--- src/chbd_pkg.sv ---
// Package with types, constants and helpers for the chunked body decoder.
`timescale 1ns / 1ps

package chbd_pkg;

   localparam int BYTE_W   = 8;
   localparam int SIZE_W   = 32;
   localparam int DIGIT_W  = 4;
   localparam int STATUS_W = 2;

   localparam logic [DIGIT_W-1:0] MAX_HEX_DIGITS = 4'd8;

   localparam logic [BYTE_W-1:0] CHAR_CR = 8'h0D;
   localparam logic [BYTE_W-1:0] CHAR_LF = 8'h0A;

   localparam logic [SIZE_W-1:0] SIZE_SAT_LIMIT = 32'h0FFF_FFFF;

   typedef enum logic [2:0] {
      PH_SIZE     = 3'd0,
      PH_DATA     = 3'd1,
      PH_AFTER    = 3'd2,
      PH_AFTER_CR = 3'd3,
      PH_DONE     = 3'd4,
      PH_ERROR    = 3'd5
   } phase_type;

   typedef enum logic [STATUS_W-1:0] {
      ST_BUSY  = 2'd0,
      ST_DONE  = 2'd1,
      ST_ERROR = 2'd2
   } status_type;

   // Outcome of one byte of a size line.
   typedef struct packed {
      phase_type            phase;
      logic [SIZE_W-1:0]    size;
      logic [DIGIT_W-1:0]   digits;
   } size_line_type;

   // One decoded result beat.
   typedef struct packed {
      logic [BYTE_W-1:0]    out_byte;
      logic                 byte_valid;
      status_type           decode_status;
   } result_type;

   typedef struct packed {
      logic                 is_hex;
      logic [3:0]           value;
   } hex_type;

   function automatic hex_type hex_decode(input logic [BYTE_W-1:0] c);
      hex_type h;
      h.is_hex = 1'b1;
      h.value  = 4'd0;
      if (c >= 8'h30 && c <= 8'h39) begin
         h.value = c[3:0];
      end else if ((c >= 8'h61 && c <= 8'h66) || (c >= 8'h41 && c <= 8'h46)) begin
         // 'a'..'f' and 'A'..'F' share low bits 1..6
         h.value = c[3:0] + 4'd9;
      end else begin
         h.is_hex = 1'b0;
      end
      return h;
   endfunction

endpackage

--- src/chbd_if.sv ---
// Handshake channel interfaces for raw body bytes and decoded results.
`timescale 1ns / 1ps

interface chbd_req_if;
   import chbd_pkg::*;
   logic              valid;
   logic              ready;
   logic [BYTE_W-1:0] data_byte;
   logic              last_byte;

   modport source (output valid, output data_byte, output last_byte, input ready);
   modport sink   (input valid, input data_byte, input last_byte, output ready);
endinterface

interface chbd_rsp_if;
   import chbd_pkg::*;
   logic                valid;
   logic                ready;
   logic [BYTE_W-1:0]   out_byte;
   logic                byte_valid;
   logic [STATUS_W-1:0] decode_status;

   modport source (output valid, output out_byte, output byte_valid,
                   output decode_status, input ready);
   modport sink   (input valid, input out_byte, input byte_valid,
                   input decode_status, output ready);
endinterface

--- src/chbd_size_line.sv ---
// Size line byte handling: hex accumulation, line end and error detection.
`timescale 1ns / 1ps

module chbd_size_line #(
   parameter logic [chbd_pkg::DIGIT_W-1:0] MAX_DIGITS = chbd_pkg::MAX_HEX_DIGITS
) (
   input  logic [chbd_pkg::BYTE_W-1:0]  data_byte,
   input  logic [chbd_pkg::SIZE_W-1:0]  size_cur,
   input  logic [chbd_pkg::DIGIT_W-1:0] digits_cur,
   output chbd_pkg::size_line_type      line_next
);
   import chbd_pkg::*;

   hex_type hex;

   assign hex = hex_decode(data_byte);

   always_comb begin
      line_next.phase  = PH_SIZE;
      line_next.size   = size_cur;
      line_next.digits = digits_cur;
      if (data_byte == CHAR_CR) begin
         // skip carriage returns inside the size line
         line_next.phase = PH_SIZE;
      end else if (data_byte == CHAR_LF) begin
         line_next.digits = '0;
         if (digits_cur == '0) begin
            line_next.phase = PH_ERROR;
         end else if (size_cur == '0) begin
            line_next.phase = PH_DONE;
         end else begin
            line_next.phase = PH_DATA;
         end
      end else if (!hex.is_hex || digits_cur >= MAX_DIGITS) begin
         line_next.phase = PH_ERROR;
      end else begin
         line_next.digits = digits_cur + 4'd1;
         if (size_cur > SIZE_SAT_LIMIT) begin
            line_next.size = '1;
         end else begin
            line_next.size = {size_cur[SIZE_W-5:0], hex.value};
         end
      end
   end

endmodule

--- src/chbd_core.sv ---
// Decoder state machine: phase, chunk size and digit count, one byte per step.
`timescale 1ns / 1ps

module chbd_core #(
   parameter logic [chbd_pkg::DIGIT_W-1:0] MAX_DIGITS = chbd_pkg::MAX_HEX_DIGITS
) (
   input  logic                        clock,
   input  logic                        reset,
   input  logic                        step,
   input  logic [chbd_pkg::BYTE_W-1:0] data_byte,
   input  logic                        last_byte,
   output chbd_pkg::result_type        result
);
   import chbd_pkg::*;

   phase_type            phase_ff, phase_in, phase_walk;
   logic [SIZE_W-1:0]    size_ff, size_in, size_walk;
   logic [DIGIT_W-1:0]   digit_ff, digit_in, digit_walk;
   logic                 use_line;
   size_line_type        line_next;

   chbd_size_line #(
      .MAX_DIGITS (MAX_DIGITS)
   ) u_size_line (
      .data_byte  (data_byte),
      .size_cur   (size_ff),
      .digits_cur (digit_ff),
      .line_next  (line_next)
   );

   // next state
   always_comb begin
      use_line   = 1'b0;
      phase_walk = phase_ff;
      size_walk  = size_ff;
      digit_walk = digit_ff;
      case (phase_ff)
         PH_SIZE: begin
            use_line = 1'b1;
         end
         PH_DATA: begin
            size_walk = size_ff - 32'd1;
            if (size_walk == '0) begin
               phase_walk = PH_AFTER;
            end
         end
         PH_AFTER: begin
            if (data_byte == CHAR_CR) begin
               phase_walk = PH_AFTER_CR;
            end else if (data_byte == CHAR_LF) begin
               phase_walk = PH_SIZE;
            end else begin
               use_line = 1'b1;
            end
         end
         PH_AFTER_CR: begin
            phase_walk = PH_SIZE;
            if (data_byte != CHAR_LF) begin
               use_line = 1'b1;
            end
         end
         PH_DONE: begin
            phase_walk = PH_DONE;
         end
         default: begin
            phase_walk = PH_ERROR;
         end
      endcase
      if (use_line) begin
         phase_walk = line_next.phase;
         size_walk  = line_next.size;
         digit_walk = line_next.digits;
      end

      phase_in = phase_walk;
      if (last_byte) begin
         // a size line of value zero pending its LF still counts as complete
         if (phase_walk == PH_SIZE && digit_walk != '0 && size_walk == '0) begin
            phase_in = PH_DONE;
         end else if (phase_walk != PH_DONE) begin
            phase_in = PH_ERROR;
         end
      end
      size_in  = size_walk;
      digit_in = digit_walk;
   end

   // outputs
   always_comb begin
      result.byte_valid = (phase_ff == PH_DATA);
      result.out_byte   = (phase_ff == PH_DATA) ? data_byte : '0;
      case (phase_in)
         PH_DONE:  result.decode_status = ST_DONE;
         PH_ERROR: result.decode_status = ST_ERROR;
         default:  result.decode_status = ST_BUSY;
      endcase
   end

   always_ff @(posedge clock) begin
      if (reset) begin
         phase_ff <= PH_SIZE;
         size_ff  <= '0;
         digit_ff <= '0;
      end else if (step) begin
         if (last_byte) begin
            // re-arm for the next body
            phase_ff <= PH_SIZE;
            size_ff  <= '0;
            digit_ff <= '0;
         end else begin
            phase_ff <= phase_in;
            size_ff  <= size_in;
            digit_ff <= digit_in;
         end
      end
   end

endmodule

--- src/http_chunked_body_decoder.sv ---
// Top level of the chunked body decoder: input register, decoder, result register.
// Path: a req beat is held in the input register, passes through the decoder into the
//   result register, and its rsp beat is offered from there.
// Throughput: one byte per cycle while rsp is not stalled, bounded by the decoder state loop.
// Backpressure: req is taken while the input register is empty or moves into a free
//   result register; with rsp stalled, two beats are held before req stalls.
// Reset: synchronous; empties both registers and returns the decoder to the size line.
`timescale 1ns / 1ps

module http_chunked_body_decoder #(
   parameter logic [chbd_pkg::DIGIT_W-1:0] MAX_DIGITS = chbd_pkg::MAX_HEX_DIGITS
) (
   input  logic        clock,
   input  logic        reset,
   chbd_req_if.sink    req_chan,
   chbd_rsp_if.source  rsp_chan
);
   import chbd_pkg::*;

   logic              in_valid_ff, in_valid_in;
   logic [BYTE_W-1:0] in_byte_ff;
   logic              in_last_ff;
   logic              rsp_valid_ff, rsp_valid_in;
   result_type        rsp_ff;
   result_type        result;
   logic              out_free;
   logic              advance;
   logic              req_take;

   assign out_free = !rsp_valid_ff || rsp_chan.ready;
   assign advance  = in_valid_ff && out_free;
   assign req_chan.ready = !in_valid_ff || out_free;
   assign req_take = req_chan.valid && req_chan.ready;

   chbd_core #(
      .MAX_DIGITS (MAX_DIGITS)
   ) u_core (
      .clock     (clock),
      .reset     (reset),
      .step      (advance),
      .data_byte (in_byte_ff),
      .last_byte (in_last_ff),
      .result    (result)
   );

   always_comb begin
      in_valid_in = in_valid_ff;
      if (req_take) begin
         in_valid_in = 1'b1;
      end else if (advance) begin
         in_valid_in = 1'b0;
      end
      rsp_valid_in = rsp_valid_ff;
      if (advance) begin
         rsp_valid_in = 1'b1;
      end else if (rsp_chan.ready) begin
         rsp_valid_in = 1'b0;
      end
   end

   always_ff @(posedge clock) begin
      if (reset) begin
         in_valid_ff  <= 1'b0;
         rsp_valid_ff <= 1'b0;
      end else begin
         in_valid_ff  <= in_valid_in;
         rsp_valid_ff <= rsp_valid_in;
      end
   end

   // payload: hold until the beat moves on
   always_ff @(posedge clock) begin
      if (req_take) begin
         in_byte_ff <= req_chan.data_byte;
         in_last_ff <= req_chan.last_byte;
      end
      if (advance) begin
         rsp_ff <= result;
      end
   end

   assign rsp_chan.valid         = rsp_valid_ff;
   assign rsp_chan.out_byte      = rsp_ff.out_byte;
   assign rsp_chan.byte_valid    = rsp_ff.byte_valid;
   assign rsp_chan.decode_status = rsp_ff.decode_status;

   a_byte_zero_when_idle: assert property (@(posedge clock) disable iff (reset)
      rsp_valid_ff && !rsp_ff.byte_valid |-> rsp_ff.out_byte == '0)
      else $error("out_byte nonzero without a payload byte");

   a_no_payload_at_done: assert property (@(posedge clock) disable iff (reset)
      rsp_valid_ff && rsp_ff.byte_valid |-> rsp_ff.decode_status != ST_DONE)
      else $error("payload byte reported with decode complete");

   a_advance_fills_rsp: assert property (@(posedge clock) disable iff (reset)
      advance |=> rsp_valid_ff)
      else $error("decoded beat lost between registers");

   a_no_overwrite: assert property (@(posedge clock) disable iff (reset)
      in_valid_ff && !advance |-> !req_take)
      else $error("input register overwritten while held");

endmodule
--- src/flat_wrapper.sv ---
// flat-port wrapper written by rule: the top's interface ports become plain ports
module http_chunked_body_decoder_flat import chbd_pkg::*;
#(
   parameter logic [chbd_pkg::DIGIT_W-1:0] MAX_DIGITS = chbd_pkg::MAX_HEX_DIGITS
)
  (clock, reset, req_chan_valid, req_chan_data_byte, req_chan_last_byte, req_chan_ready, rsp_chan_valid, rsp_chan_out_byte, rsp_chan_byte_valid, rsp_chan_decode_status, rsp_chan_ready);
  chbd_req_if req_chan_i ();
  chbd_rsp_if rsp_chan_i ();
  input  logic clock;
  input  logic reset;
  input wire logic [$bits(req_chan_i.valid)-1:0] req_chan_valid;
  input wire logic [$bits(req_chan_i.data_byte)-1:0] req_chan_data_byte;
  input wire logic [$bits(req_chan_i.last_byte)-1:0] req_chan_last_byte;
  output wire logic [$bits(req_chan_i.ready)-1:0] req_chan_ready;
  output wire logic [$bits(rsp_chan_i.valid)-1:0] rsp_chan_valid;
  output wire logic [$bits(rsp_chan_i.out_byte)-1:0] rsp_chan_out_byte;
  output wire logic [$bits(rsp_chan_i.byte_valid)-1:0] rsp_chan_byte_valid;
  output wire logic [$bits(rsp_chan_i.decode_status)-1:0] rsp_chan_decode_status;
  input wire logic [$bits(rsp_chan_i.ready)-1:0] rsp_chan_ready;
  assign req_chan_i.valid = req_chan_valid;
  assign req_chan_i.data_byte = req_chan_data_byte;
  assign req_chan_i.last_byte = req_chan_last_byte;
  assign req_chan_ready = req_chan_i.ready;
  assign rsp_chan_valid = rsp_chan_i.valid;
  assign rsp_chan_out_byte = rsp_chan_i.out_byte;
  assign rsp_chan_byte_valid = rsp_chan_i.byte_valid;
  assign rsp_chan_decode_status = rsp_chan_i.decode_status;
  assign rsp_chan_i.ready = rsp_chan_ready;
  http_chunked_body_decoder #(.MAX_DIGITS(MAX_DIGITS)) u_core (.clock(clock), .reset(reset), .req_chan(req_chan_i), .rsp_chan(rsp_chan_i));
endmodule
--- config.mk ---
export PLATFORM = sky130hd
export DESIGN_NAME = http_chunked_body_decoder_flat
export DESIGN_NICKNAME = d
export VERILOG_FILES = /design/src/chbd_pkg.sv /design/src/chbd_if.sv /design/src/chbd_size_line.sv /design/src/chbd_core.sv /design/src/http_chunked_body_decoder.sv /design/src/flat_wrapper.sv
export SDC_FILE = /design/constraint.sdc
export NUM_CORES = 1
export LEC_CHECK = 0
export ABC_CLOCK_PERIOD_IN_PS = 3300
export BUFFER_PORTS_ARGS = -buffer_cell sky130_fd_sc_hd__buf_2
export CAP_MARGIN = 20
export CELL_PAD_IN_SITES_DETAIL_PLACEMENT = 1
export CELL_PAD_IN_SITES_GLOBAL_PLACEMENT = 1
export CORE_MARGIN = 3
export CORE_UTILIZATION = 42
export DETAILED_ROUTE_END_ITERATION = 12
export GPL_TIMING_DRIVEN = 1
export PLACE_DENSITY_LB_ADDON = 0.1
export SLEW_MARGIN = 10
export SYNTH_ARGS = -nofsm -noshare
export SYNTH_HDL_FRONTEND = slang
export SYNTH_SLANG_ARGS = --single-unit
--- constraint.sdc ---
create_clock -name clock -period 3.3 [get_ports clock]
set_clock_uncertainty 0.05 [all_clocks]
set_input_delay 0.66 -clock clock [delete_from_list [all_inputs] [get_ports clock]]
set_output_delay 0.66 -clock clock [all_outputs]
set_load 0.1 [all_outputs]
==> Implementation_results.wiki <==
{| class="wikitable"
! Metric !! Value
|-
| Aggregate negative setup slack || -0.239 ns
|-
| #FFs+latches synth || 61
|-
| Origin of the critical flop-to-flop path || u_core.u_core.size_ff[9]$_SDFFE_PP0P_
|-
| Avg Synthesized Cell Area || 8.01 um^2
|-
| Met3 Track Usage GR || 6.39%
|-
| RSZ-0062 raised after global routing || yes
|-
| Avg WL per Cell || 25.4 um
|-
| Pwr dens || 385 nW/um^2
|-
| Sort of element at the end of the critical path || register
|-
| Die height || 111 um
|-
| Cell area after layout || 6350 um^2
|-
| Worst-case clock buffer depth || 2
|-
| Number of placement rows || 37
|-
| Distinct cells, synth || 83
|-
| Hold WC Path Type || input port to register
|-
| Busiest layer in global routing || met2
|-
| Worst Path Arrival || 3.50 ns
|-
| Startpoint kind of the worst setup timing path || register
|-
| Total standard cell area after synthesis || 4650 um^2
|-
| Status || finished, violations left
|-
| GR Overflow Total || 0
|-
| Share of synthesized area occupied by flip-flops and latches || 30.6%
|-
| Num CTS Buffers || 9
|-
| Antenna violations before repair || 0
|-
| Clock tree from TritonCTS || built
|-
| Leakage power || 2.52 nW
|-
| Total routing usage reported by global routing || 32.6%
|-
| Placeable core region || 10600 um^2
|-
| Gpl congestion || 1.07
|-
| Depth of the worst register-to-register path || 10
|-
| Total die area || 12400 um^2
|-
| Synth warnings || 0
|-
| CTS sink count || 61
|-
| Placement Cell Area || 5630 um^2
|-
| Max-slew violation count || 0
|-
| Number of enable-type register cells in the synthesized netlist || 20
|-
| Wire length of the first global-routing pass || 31.7 mm
|-
| Violated checks || negative setup slack
|-
| Vias per cell || 6.77
|-
| Critical Path Start || u_core.u_core.size_ff[9]$_SDFFE_PP0P_
|-
| Area growth from synthesis to layout || 36.6%
|-
| Worst-case vdd ir drop || 219 uV
|-
| Post-synthesis async set-or-reset flop share || 0%
|-
| Largest net degree at the start of global routing || 42
|-
| Final HPWL DP || 15.2 mm
|-
| Starting utilization of the core area || 44.0%
|-
| Fraction of layout instances using a drive strength above 1 || 35.9%
|-
| Most used cells in the layout excluding fill and tap cells || sky130_fd_sc_hd__buf_4 (136), sky130_fd_sc_hd__nor2_1 (67), sky130_fd_sc_hd__dfxtp_1 (37)
|-
| Synthesized Nets || 601
|-
| WL final || 21.5 mm
|-
| CTS H-tree lvls || 3
|-
| Met1 Track Usage GR || 43.2%
|-
| ANT cells || 0
|-
| WHS Path Cells || 1
|-
| Number of ports placed on the die boundary || 26
|-
| Maximum frequency from static timing analysis || 0.291 GHz
|-
| Type of the worst setup path || register to register
|-
| PortBufs || 25
|-
| Req. time, crit path || 3.36 ns
|-
| Max transition margin || 43.6%
|-
| Number of nets in the final layout || 726
|-
| Capturing element of the worst setup path || u_core.rsp_chan.decode_status[1]$_DFFE_PP_
|-
| Setup slack after layout || -0.135 ns
|-
| Leading cell type in the layout, fill and taps excluded || sky130_fd_sc_hd__buf_4
|-
| Via count of the first global-routing pass || 5705
|-
| Final Hold Fails || 0
|-
| Commonest register cell after synthesis || sky130_fd_sc_hd__dfxtp_1
|-
| Antenna viol nets, final || 0
|-
| Share of the clock period used by the worst path || 104%
|-
| Die extent in x || 111 um
|-
| Setup Slack @ Placement || -0.322 ns
|-
| Maximum Capacitance Violations || 0
|-
| Worst flop-to-flop path endpoint || u_core.rsp_chan.decode_status[1]$_DFFE_PP_
|-
| Transition time at the pin with the least slew margin || 0.846 ns
|-
| TritonRoute pass-1 iters || 5
|-
| Number of standard cells after synthesis || 580
|-
| Min cycle time layout || 3.44 ns
|-
| Critical-path maximum fanout || 6
|-
| Worst-skew pair later-pin latency || 0.37 ns
|-
| DRC violation count after routing || 0
|-
| R2r setup slk || -0.14 ns
|-
| Clock input transition at the sequential cells of the worst setup and hold paths || 0.07 ns
|-
| Final setup viols || 2
|-
| Detailed-route via count || 5726
|-
| CTS Root Cell || sky130_fd_sc_hd__clkbuf_8
|-
| GRT met2 Usage || 51.0%
|-
| Power consumption || 0.00244 W
|-
| Initial DRC Count || 486
|}
## sequential cells by signal (all words and copies together), names as in the netlist
register / count
u_core.in_byte_ff: 8
u_core.in_last_ff: 1
u_core.in_valid_ff: 1
u_core.rsp_chan.byte_valid: 1
u_core.rsp_chan.decode_status: 2
u_core.rsp_chan.out_byte: 8
u_core.rsp_chan.valid: 1
u_core.u_core.digit_ff: 4
u_core.u_core.phase_ff: 3
u_core.u_core.size_ff: 32
## area by class of cell
type	instances	area, um^2
Fill cell	1280	4210
Multi-Input combinational cell	445	3250
Sequential cell	61	1430
Timing Repair Buffer	164	1180
Tap cell	136	170
Clock buffer	12	135
Clock inverter	4	97.6
Inverter	24	90.1
## where the power goes
group	internal [W]	switching [W]	total (W)
Sequential	0.000800	0.0000235	0.000824
Clock	0.000503	0.000320	0.000823
Combinational	0.000309	0.000487	0.000796
## worst max-delay path, stage by stage (launching register included)
cell and delay [ns]:
sky130_fd_sc_hd__dfxtp_4 0.36, sky130_fd_sc_hd__or4_4 0.51, sky130_fd_sc_hd__or4_4 0.56, sky130_fd_sc_hd__o31a_1 0.35
sky130_fd_sc_hd__nor3_4 0.15, sky130_fd_sc_hd__buf_4 0.15, sky130_fd_sc_hd__o2111ai_2 0.14, sky130_fd_sc_hd__a211oi_2 0.24
sky130_fd_sc_hd__nand4_1 0.24, sky130_fd_sc_hd__o31ai_1 0.33, sky130_fd_sc_hd__a21oi_1 0.10
## worst min-delay path by stage
| stage | startpoint | endpoint | slack (ns) |
|---|---|---|---|
| floorplan | u_core.in_valid_ff$_SDFFE_PP0P_ | u_core.rsp_chan.valid$_SDFFE_PP0P_ | 0.44 |
| global placement | u_core.in_valid_ff$_SDFFE_PP0P_ | u_core.rsp_chan.valid$_SDFFE_PP0P_ | 0.46 |
| detailed placement | u_core.in_valid_ff$_SDFFE_PP0P_ | u_core.rsp_chan.valid$_SDFFE_PP0P_ | 0.47 |
| CTS | req_chan_data_byte[0] | u_core.in_byte_ff[0]$_DFFE_PP_ | 0.41 |
| global route | req_chan_data_byte[0] | u_core.in_byte_ff[0]$_DFFE_PP_ | 0.40 |
| finish | req_chan_data_byte[5] | u_core.in_byte_ff[5]$_DFFE_PP_ | 0.42 |
## synthesized netlist by cell type (all sizes together) (13+ instances only)
library cell | number | area share, %
o21ai | 23 | 2.6
a21oi | 33 | 3.6
nor3 | 26 | 3.3
nand2 | 32 | 2.6
clkbuf | 37 | 3.3
nor4 | 25 | 4.0
buf | 13 | 2.2
a211oi | 18 | 3.0
edfxtp | 20 | 13
a22oi | 22 | 3.6
inv | 22 | 1.8
dfxtp | 41 | 18
nor2 | 71 | 5.8
nand3 | 17 | 1.8
## logic make-up (layout without fill, tap and decap cells)
logic type | after synthesis | in the layout | synth area share, %
and+or+nand+nor | 245 | 245 | 29.2
AOI/OAI and AO/OA | 179 | 179 | 28.1
buffers and inverters | 74 | 204 | 7.46
DFF | 61 | 61 | 30.6
xor gates and xnor gates | 11 | 11 | 2.07
adders and majority gates | 8 | 8 | 2.15
muxes | 2 | 2 | 0.431
## repair_timing
action,4_1_cts,5_1_grt
hold buffers,0,0
setup buffers,5,12
endpoints found under the setup margin,2,4
pin swaps,14,18
resized for setup,22,49
## metrics by stage
stage	instances	utilization, %	hold WS (ns)
floorplan	580	-	0.437
global placement	813	53.3	0.459
detailed placement	813	53.3	0.466
CTS	834	56.8	0.406
global route	846	60.1	0.401
finish	846	60.1	0.416
## metal layers
| layer | vias up | wire length [um] |
|---|---|---|
| met5 | - | 0 |
| li1 | 2477 | - |
| met1 | 2828 | 8610 |
| met3 | 87 | 1990 |
| met2 | 334 | 9780 |
| met4 | 0 | 1100 |
No activity file was read; power rests on OpenSTA's default activity.
